===== config.mk =====
export PLATFORM = sky130hd
export DESIGN_NAME = second_chance_page_replacement_unit
export DESIGN_NICKNAME = d
export VERILOG_FILES = /design/src/rtl/scpr_pkg.sv /design/src/rtl/second_chance_page_replacement_unit.sv
export SDC_FILE = /design/constraint.sdc
export NUM_CORES = 2
export LEC_CHECK = 0
export BUFFER_PORTS_ARGS = -buffer_cell sky130_fd_sc_hd__buf_2
export CAP_MARGIN = 15
export CELL_PAD_IN_SITES_DETAIL_PLACEMENT = 0
export CELL_PAD_IN_SITES_GLOBAL_PLACEMENT = 1
export CORE_ASPECT_RATIO = 0.7
export CORE_MARGIN = 3
export CORE_UTILIZATION = 28
export DETAILED_ROUTE_END_ITERATION = 8
export GPL_TIMING_DRIVEN = 0
export PLACE_DENSITY_LB_ADDON = 0.1
export SYNTH_ARGS = -nofsm -noshare
export SYNTH_HDL_FRONTEND = slang
export SYNTH_SLANG_ARGS = --single-unit

===== constraint.sdc =====
create_clock -name clk -period 10.9 [get_ports clk]
set_clock_uncertainty 0.15 [all_clocks]
set_input_delay 1.09 -clock clk [delete_from_list [all_inputs] [get_ports clk]]
set_output_delay 1.09 -clock clk [all_outputs]
set_load 0.005 [all_outputs]

===== src/rtl/scpr_pkg.sv =====
package scpr_pkg;

	localparam int MAX_FRAMES = 64;
	localparam int PAGE_SHIFT = 10;
	localparam int ADDR_W     = 32;
	localparam int FRAME_W    = $clog2(MAX_FRAMES);
	localparam int COUNT_W    = FRAME_W + 1;
	localparam int PAGE_W     = ADDR_W - PAGE_SHIFT;
	localparam int TOTAL_W    = 32;
	localparam int PADDR_W    = 3;
	localparam int PDATA_W    = 32;

	localparam logic [PADDR_W-3:0] REG_FRAME_COUNT = '0;
	localparam logic [COUNT_W-1:0] FRAME_COUNT_RST = COUNT_W'(MAX_FRAMES);

	typedef logic [PAGE_W-1:0]  page_t;
	typedef logic [FRAME_W-1:0] frame_t;
	typedef logic [COUNT_W-1:0] count_t;

	typedef struct packed {
		logic  referenced;
		page_t page;
	} entry_t;

endpackage


===== src/rtl/second_chance_page_replacement_unit.sv =====
// Second-chance (clock) page replacement unit. Each request carries a byte
// address; its page (address >> 10) is looked up among the resident frames.
// Every frame keeps its page number and reference bit in one single-port
// 64 x 23 synchronous RAM. The search reads the frames in use one frame per
// cycle and stops at a hit or after the last frame, so latency is data
// dependent. A hit in frame k ends the search at frame k; a miss with a free
// frame fills the next free frame, and while no frame is filled yet the
// search is skipped; a miss with all frames in use starts the clock hand,
// which reads and tests one frame at a time (SWEEP, then TEST) and clears
// each referenced frame until it finds an unreferenced victim. One request
// is in flight at a time; the response sits in an output register, and
// req_ready rises in the same cycle as rsp_valid, so the next request can be
// taken while the response waits. frame_count (register 0, reset 64, the
// low 7 bits of the written value) selects the frames in use; 0 acts as 1
// and values above 64 act as 64.
module second_chance_page_replacement_unit
	import scpr_pkg::*;
(
	input  logic                clk,
	input  logic                arst_n,
	input  logic                psel,
	input  logic                penable,
	input  logic                pwrite,
	input  logic [PADDR_W-1:0]  paddr,
	input  logic [PDATA_W-1:0]  pwdata,
	output logic [PDATA_W-1:0]  prdata,
	output logic                pready,
	input  logic                req_valid,
	output logic                req_ready,
	input  logic [ADDR_W-1:0]   address,
	output logic                rsp_valid,
	input  logic                rsp_ready,
	output logic                fault,
	output logic [FRAME_W-1:0]  frame_index,
	output logic [TOTAL_W-1:0]  fault_total
);

	localparam logic [2:0] ST_IDLE   = 3'd0;
	localparam logic [2:0] ST_SEARCH = 3'd1;
	localparam logic [2:0] ST_MISS   = 3'd2;
	localparam logic [2:0] ST_SWEEP  = 3'd3;
	localparam logic [2:0] ST_FINISH = 3'd4;
	localparam logic [2:0] ST_TEST   = 3'd5;

	logic [2:0]             state_q;
	count_t                 frame_count_q;
	count_t                 filled_q;
	frame_t                 hand_q;
	logic [TOTAL_W-1:0]     fault_cnt_q;
	page_t                  page_q;
	count_t                 n_q;
	count_t                 used_q;
	count_t                 rd_idx_q;
	frame_t                 slot_q;
	logic                   miss_q;
	logic                   chk_vld_s1;
	frame_t                 chk_idx_s1;
	entry_t                 rdata_s1;
	logic                   rsp_valid_q;
	logic                   fault_q;
	frame_t                 frame_index_q;
	logic [TOTAL_W-1:0]     fault_total_q;

	entry_t                 mem [MAX_FRAMES];

	logic                   cfg_wr;
	logic                   req_take;
	count_t                 n_in;
	count_t                 used_in;
	logic                   issue;
	logic                   match;
	logic                   last_chk;
	logic                   out_free;
	logic                   mem_we;
	logic                   mem_re;
	frame_t                 rd_addr;
	frame_t                 mem_waddr;
	entry_t                 mem_wdata;
	frame_t                 hand_next;

	assign pready   = 1'b1;
	assign cfg_wr   = psel && penable && pwrite && pready;
	assign prdata   = (paddr[PADDR_W-1:2] == REG_FRAME_COUNT) ?
		{{(PDATA_W-COUNT_W){1'b0}}, frame_count_q} : '0;

	assign req_ready = (state_q == ST_IDLE);
	assign req_take  = req_valid && req_ready;

	always_comb begin
		n_in = frame_count_q;
		if (frame_count_q == '0) begin
			n_in = count_t'(1);
		end else if (frame_count_q > count_t'(MAX_FRAMES)) begin
			n_in = count_t'(MAX_FRAMES);
		end
		used_in = (filled_q < n_in) ? filled_q : n_in;
	end

	assign match    = chk_vld_s1 && (rdata_s1.page == page_q);
	assign last_chk = chk_vld_s1 && ({1'b0, chk_idx_s1} == used_q - count_t'(1));
	assign issue    = (state_q == ST_SEARCH) && (rd_idx_q < used_q) && !match && !last_chk;
	assign out_free = !rsp_valid_q || rsp_ready;
	assign mem_re   = issue || (state_q == ST_SWEEP);
	assign rd_addr  = (state_q == ST_SWEEP) ? hand_q : rd_idx_q[FRAME_W-1:0];
	assign hand_next = ({1'b0, hand_q} + count_t'(1) == n_q) ? '0 : hand_q + frame_t'(1);

	// final write of the request, or reference clear during the sweep
	always_comb begin
		mem_we               = 1'b0;
		mem_waddr            = slot_q;
		mem_wdata.referenced = !miss_q;
		mem_wdata.page       = page_q;
		if ((state_q == ST_FINISH) && out_free) begin
			mem_we = 1'b1;
		end else if ((state_q == ST_TEST) && rdata_s1.referenced) begin
			mem_we               = 1'b1;
			mem_waddr            = hand_q;
			mem_wdata.referenced = 1'b0;
			mem_wdata.page       = rdata_s1.page;
		end
	end

	always_ff @(posedge clk) begin
		if (mem_we) begin
			mem[mem_waddr] <= mem_wdata;
		end
		if (mem_re) begin
			rdata_s1 <= mem[rd_addr];
		end
		chk_idx_s1 <= rd_idx_q[FRAME_W-1:0];
	end

	always_ff @(posedge clk or negedge arst_n) begin
		if (!arst_n) begin
			frame_count_q <= FRAME_COUNT_RST;
		end else if (cfg_wr && paddr[PADDR_W-1:2] == REG_FRAME_COUNT) begin
			frame_count_q <= pwdata[COUNT_W-1:0];
		end
	end

	always_ff @(posedge clk or negedge arst_n) begin
		if (!arst_n) begin
			state_q       <= ST_IDLE;
			filled_q      <= '0;
			hand_q        <= '0;
			fault_cnt_q   <= '0;
			rd_idx_q      <= '0;
			chk_vld_s1    <= 1'b0;
			rsp_valid_q   <= 1'b0;
			miss_q        <= 1'b0;
			page_q        <= '0;
			n_q           <= '0;
			used_q        <= '0;
			slot_q        <= '0;
			fault_q       <= 1'b0;
			frame_index_q <= '0;
			fault_total_q <= '0;
		end else begin
			chk_vld_s1 <= issue;
			if (issue) begin
				rd_idx_q <= rd_idx_q + count_t'(1);
			end
			if ((state_q == ST_FINISH) && out_free) begin
				rsp_valid_q <= 1'b1;
			end else if (rsp_ready) begin
				rsp_valid_q <= 1'b0;
			end
			case (state_q)
				ST_IDLE: begin
					if (req_take) begin
						page_q   <= address[ADDR_W-1:PAGE_SHIFT];
						n_q      <= n_in;
						used_q   <= used_in;
						rd_idx_q <= '0;
						state_q  <= (used_in == '0) ? ST_MISS : ST_SEARCH;
					end
				end
				ST_SEARCH: begin
					if (match) begin
						slot_q  <= chk_idx_s1;
						miss_q  <= 1'b0;
						state_q <= ST_FINISH;
					end else if (last_chk) begin
						state_q <= ST_MISS;
					end
				end
				ST_MISS: begin
					miss_q <= 1'b1;
					if (filled_q < n_q) begin
						slot_q   <= filled_q[FRAME_W-1:0];
						filled_q <= filled_q + count_t'(1);
						state_q  <= ST_FINISH;
					end else begin
						if ({1'b0, hand_q} >= n_q) begin
							hand_q <= '0;
						end
						state_q <= ST_SWEEP;
					end
				end
				ST_SWEEP: begin
					state_q <= ST_TEST;
				end
				ST_TEST: begin
					hand_q <= hand_next;
					if (rdata_s1.referenced) begin
						state_q <= ST_SWEEP;
					end else begin
						slot_q  <= hand_q;
						state_q <= ST_FINISH;
					end
				end
				ST_FINISH: begin
					if (out_free) begin
						fault_q       <= miss_q;
						frame_index_q <= slot_q;
						fault_total_q <= fault_cnt_q + TOTAL_W'(miss_q);
						fault_cnt_q   <= fault_cnt_q + TOTAL_W'(miss_q);
						state_q       <= ST_IDLE;
					end
				end
				default: begin
					state_q <= ST_IDLE;
				end
			endcase
		end
	end

	assign rsp_valid   = rsp_valid_q;
	assign fault       = fault_q;
	assign frame_index = frame_index_q;
	assign fault_total = fault_total_q;

endmodule


# [Word-level counts from Yosys, hierarchy flattened]
# Memory sizes are Yosys's and may differ from the RTL's. A register that Yosys moved wholly into a read port is not among the register bits.
# Index checks and enable logic that the tools add are counted.
[word_totals] input_bits=74 elab_cells=112 output_inout_bits=74 n_memories=1 regBits=120 ramBits=1472
[memory_table] memory="mem" words=64 word_bits=23 rd=1 rd_clocked_by_memory_dff=1 wr=1 line="second_chance_page_replacement_unit.sv:64" text="entry_t mem [MAX_FRAMES];"
[classes] addsub=6 n_eq_ne=16 bitwise=1 n_mux=36 reduce_logical=31 n_lt_le_gt_ge=5
[op_table] op="2-to-1 mux 6 bit" count=9
[op_table] op="2-to-1 mux 7 bit" count=7
[op_table] op="2-to-1 mux 23 bit" count=2
[op_table] op="adder 32 x 1 -> 32 bit" count=1
[op_table] op="equality test 22 bit" count=1
[op_table] op="< comparator 7 bit" count=3
[op_table] op="2-to-1 mux 3 bit" count=6
[op_table] op="case mux 3 bit (6 select lines)" count=1
[op_table] op="case mux 6 bit (3 select lines)" count=1
[op_table] op="adder 7 x 1 -> 7 bit (second input constant)" count=2
[op_table] op="logical NOT 7 bit" count=2
[op_table] op="!= test 2 bit (second input constant)" count=6
[op_table] op="case mux 6 bit (2 select lines)" count=1
[op_table] op="logical AND 1 bit" count=11
[op_table] op="AND reduction 2 bit" count=4
[op_table] op="adder 6 x 1 -> 7 bit (second input constant)" count=1
[op_table] op="equality test 6 x 7 -> 1 bit" count=1
[op_table] op="equality test 7 bit" count=1
[op_table] op=">= comparator 6 x 7 -> 1 bit" count=1
[op_table] op="greater-than comparator 7 bit (second input constant)" count=1
[op_table] op="2-to-1 mux 1 bit" count=7
[op_table] op="subtractor 7 x 1 -> 7 bit (second input constant)" count=1
[op_table] op="adder 6 x 1 -> 6 bit (second input constant)" count=1
[op_table] op="equality test 3 x 2 -> 1 bit (second input constant)" count=2
[op_table] op="14 further kinds" count=22

# [Longest topological paths before layout]
[depth] depth_word=9 ltp_mapped=11 depth_no_buf=9

# [Worst setup path before layout]
# Ideal clock, no wire load.
[synth_path] kind="register to register" start="reg used_q[0]" end="reg rdata_s1[0] (netlist name)" arrival_time_ns=3.184 setup_slack_ns=7.131 stages_incl_launch_ff=9 setup_ns=0.435 path_cell_list="dfrtp_1 > inv_1 > ha_1 > and3_1 > o221ai_1 > o21ai_0 > and4_1 > clkbuf_1 > o21ai_0"
[synth_via] elab_chain_len=6 word_cells_on_any_way=9
[synth_rtl] item="start, declared" line="second_chance_page_replacement_unit.sv:52" text="count_t used_q;"
[synth_rtl] item="start signal, assigned" line="second_chance_page_replacement_unit.sv:173" text="used_q <= used_in;"
[synth_rtl] item="subtractor 7 x 1 -> 7 bit" line="second_chance_page_replacement_unit.sv:100" text="assign last_chk = chk_vld_s1 && ({1'b0, chk_idx_s1} == used_q - count_t'(1));"
[synth_rtl] item="equality test 6 x 7 -> 1 bit" line="second_chance_page_replacement_unit.sv:100"
[synth_rtl] item="logical AND 1 bit" line="second_chance_page_replacement_unit.sv:100"
[synth_rtl] item="logical NOT 1 bit" line="second_chance_page_replacement_unit.sv:101" text="assign issue = (state_q == ST_SEARCH) && (rd_idx_q < used_q) && !match && !last_chk;"
[synth_rtl] item="logical AND 1 bit *" line="second_chance_page_replacement_unit.sv:101"
[synth_rtl] item="logical OR 1 bit *" line="second_chance_page_replacement_unit.sv:103" text="assign mem_re = issue || (state_q == ST_SWEEP);"
[synth_rtl] item="net mem_re" line="second_chance_page_replacement_unit.sv:75" text="logic mem_re;"
# Mark *: on every way through the listed nets, which the timed path passes. The rest lies on a longest branch.
# A chain may end at the register's enable or synchronous reset.

# [Final worst setup path]
[layout_path] start="reg state_q[2]" end="reg rdata_s1[6] (netlist name)"
[layout_via] elab_chain_len=5 word_cells_on_any_way=7
[layout_rtl] item="start, declared" line="second_chance_page_replacement_unit.sv:45" text="logic [2:0] state_q;"
[layout_rtl] item="start signal, assigned" line="second_chance_page_replacement_unit.sv:175" text="state_q <= (used_in == '0) ? ST_MISS : ST_SEARCH;"
[layout_rtl] item="equality test 3 x 1 -> 1 bit" line="second_chance_page_replacement_unit.sv:101"
[layout_rtl] item="logical AND 1 bit (3 in series)" line="second_chance_page_replacement_unit.sv:101"
[layout_rtl] item="logical OR 1 bit" line="second_chance_page_replacement_unit.sv:103"
# Parallel ways exist; a longest one is shown, timed or not.

==> results_dict.tcl <==
set metrics [dict create \
    finalCritPeriodShare_pct 50.1 \
    drt_iter0_markers 4620 \
    hold_viol 0 \
    ys_warn_count 0 \
    cp-start-kind "register" \
    layout_min_cycle_time_ns 5.46 \
    syn_to_final_growth_pct 18.6 \
    rsz0062_at_grt "no" \
    routed_wl_um 246000 \
    via_per_inst 4.96 \
    crit_type "reg2reg" \
    grt_pass1_wl_um 338000 \
    grt_overflow 0 \
    p_total_mw 20.7 \
    irDropWorstVdd_mv 0.158 \
    drive_gt1_share_pct 12.4 \
    grt_usage_pct 20.2 \
    hold_class "reg2reg" \
    cts_tree "yes" \
    yosys_most_used_dff "edfxtp_1" \
    grt_max_degree 80 \
    wl_per_cell_um 28.9 \
    end_kind "register" \
    yosysMostFrequentCell "edfxtp_1" \
    worstMarginPinSlew_ns 1.33 \
    crit_required_ns 11.24 \
    slew_headroom_pct 11.2 \
    wl_met2_um 99200 \
    antenna_found_initial 22 \
    nets 5411 \
    cts-htree-levels 4 \
    cts_resized 0 \
    port_buffers 84 \
    cts_setup_buffers 0 \
    initial_core_util_pct 28.2 \
    synth_area_um2 65600 \
    synthCells 4931 \
    dr_wl_met3_um 14700 \
    drc 0 \
    power.leakage_nw 26.9 \
    cts_buffers 179 \
    ctsRootBufferMaster "clkbuf_16" \
    setup_tns_ns 0 \
    fp.coreArea_um2 233000 \
    ant_nets 0 \
    crit_fanout 10 \
    arrival_ns 5.80 \
    die_x_um 585 \
    place.gp.congestion 0.834 \
    avgSynthCellArea_um2 13.3 \
    async_flop_share_pct 7.06 \
    insertion_delay_ns 0.84 \
    firstDrtPassIters 6 \
    yosys.area.top_type "edfxtp_1" \
    synthTopCellsByCount "edfxtp_1 (1,495), nand2_1 (1,356), nand3_1 (576)" \
    synth_area_leaders "edfxtp_1 (68%), nand2_1 (7.8%), mux2i_1 (4.4%)" \
    clockBufferDepth 4 \
    place_hpwl_um 172000 \
    topRoutingLayerUsed "met5" \
    num_io_pins 148 \
    grt_pass1_vias 40100 \
    p_per_area_nw_per_um2 266 \
    clock_sinks 1615 \
    drv_slew 0 \
    die_h_um 411 \
    ys_types 64 \
    outcome "finished, final reports clean" \
    die_area_um2 240000 \
    fp-row-count 148 \
    ys_ff_latch 1615 \
    num_vias 42300 \
    m1WireLength_um 127000 \
    fmax_mhz 183 \
    yosysSeqAreaShare_pct 72.9 \
    setup_viol 0 \
    synth_edf_count 1495 \
    synth_top_area_share_pct 68.4 \
    clk_pin_slew_ns 0.06 \
    cap_violations 0 \
]
[flip-flops by register name, indices dropped and copies added (netlist names), 6 cells and up]
signal         count
hand_q             6
used_q             7
page_q            22
chk_idx_s1         6
fault_total       32
mem             1472
n_q                7
frame_count_q      7
filled_q           7
slot_q             6
rd_idx_q           7
rdata_s1          23
frame_index        6
[what timing repair did]
| item | CTS | global route |
|---|---|---|
| hold endpoints to repair | 30 | 0 |
| setup endpoints to repair | 0 | 0 |
| hold buffers | 1 | 0 |
[worst max-delay path, stage by stage, from the launching register on]
cell,delay [ns]
dfrtp_1,0.45
nand3b_4,0.22
buf_6,0.18
mux2i_1,0.48
buf_2,0.35
buf_2,0.68
buf_1,0.58
nand3_1,0.14
a32oi_1,1.01
and4_1,0.59
nand4_1,0.29
[per-layer routing]
layer,global-route usage [%],up-vias
met2,27.8,1270
li1,-,18900
met5,0,-
met1,32.9,21900
met4,4.17,6
met3,2.69,252
[area by class of cell]
| cell class | count | area, µm² |
|---|---|---|
| Tap cell | 3075 | 3850 |
| Timing Repair Buffer | 171 | 2210 |
| Clock buffer | 235 | 4900 |
| Buffer | 305 | 1440 |
| Inverter | 25 | 93.8 |
| Clock inverter | 78 | 457 |
| Fill cell | 22800 | 155000 |
| Sequential cell | 1615 | 47900 |
| Antenna cell | 7 | 17.5 |
| Multi-Input combinational cell | 3010 | 17000 |
[cell usage in the layout, fill, tap and decap left out, types with 12 or more instances in the layout]
cell type / netlist / routed
edfxtp_1: 1495 / 1495
nand2_1: 1356 / 1334
nand3_1: 576 / 576
mux2i_1: 290 / 290
buf_2: 120 / 204
clkbuf_16: 0 / 184
clkbuf_1: 120 / 161
dfrtp_1: 113 / 113
a32oi_1: 84 / 84
a31oi_1: 69 / 68
nor2_4: 0 / 65
buf_12: 0 / 63
nand4_1: 61 / 61
nor2_1: 122 / 56
o21ai_0: 44 / 43
clkinv_1: 0 / 43
xnor2_1: 39 / 39
and3_1: 38 / 38
buf_4: 35 / 36
xor2_1: 34 / 34
ha_1: 30 / 30
buf_1: 28 / 28
clkinv_2: 0 / 27
conb_1: 2 / 26
inv_1: 25 / 25
o2111ai_1: 23 / 23
nand2_4: 0 / 21
and4_1: 18 / 18
a21oi_1: 17 / 17
mux2_2: 16 / 16
buf_16: 0 / 16
nor3_1: 15 / 15
nand2b_1: 14 / 14
nor2b_1: 14 / 14
o2111a_1: 14 / 14
o211ai_1: 12 / 12
o22ai_1: 12 / 12
[through the flow]
| stage | setup slack [ns] | std cells | utilization, % | area, µm² | hold slack [ns] |
|---|---|---|---|---|---|
| finish | 5.44 | 8521 | 33.4 | 77800 | 0.232 |
| global route | 5.21 | 8514 | 33.4 | 77800 | 0.254 |
| CTS | 5.51 | 8514 | 33.4 | 77800 | 0.229 |
| detailed placement | 5.50 | 8200 | 31.1 | 72400 | 0.249 |
| global placement | 3.88 | 8114 | 30.1 | 70000 | 0.252 |
| floorplan | 7.13 | 4955 | - | 65700 | 0.219 |
[final timing paths]
path | from | to | slack [ns] | depth (start not counted)
max | state_q[2] | rdata_s1[6] | 5.44 | 10
min | rd_idx_q[2] | chk_idx_s1[2] | 0.23 | 0
max reg2reg | state_q[2] | rdata_s1[6] | 5.44 | 10
min reg2reg | rd_idx_q[2] | chk_idx_s1[2] | 0.23 | 0
max in group asynchronous | arst_n | fault_total[8] | 9.20 | 3
min in group asynchronous | arst_n | fault_total[25] | 0.60 | 2
[cell families (layout without fill, tap and decap cells)]
| kind of cell | after synthesis | after routing | synth area share, % |
|---|---|---|---|
| xor gates and xnor gates | 73 | 73 | 0.974 |
| and+or+nand+nor | 2260 | 2260 | 14.9 |
| other | 2 | 33 | 0.0114 |
| muxes | 306 | 306 | 4.70 |
| adders and majority gates | 30 | 30 | 0.572 |
| DFF | 1615 | 1615 | 72.9 |
| AOI/OAI and AO/OA | 315 | 315 | 3.54 |
| buffers and inverters | 330 | 814 | 2.34 |
[power breakdown]
| group | leakage (nW) | switching [mW] | total, mW | internal [mW] |
|---|---|---|---|---|
| Combinational | 9.13 | 5.15 | 6.74 | 1.59 |
| Sequential | 15.1 | 0.200 | 8.20 | 8.00 |
| Clock | 2.63 | 2.52 | 5.75 | 3.23 |
| Total | 26.9 | 7.86 | 20.7 | 12.8 |
Note: power is estimated with default switching activity, not from simulation.
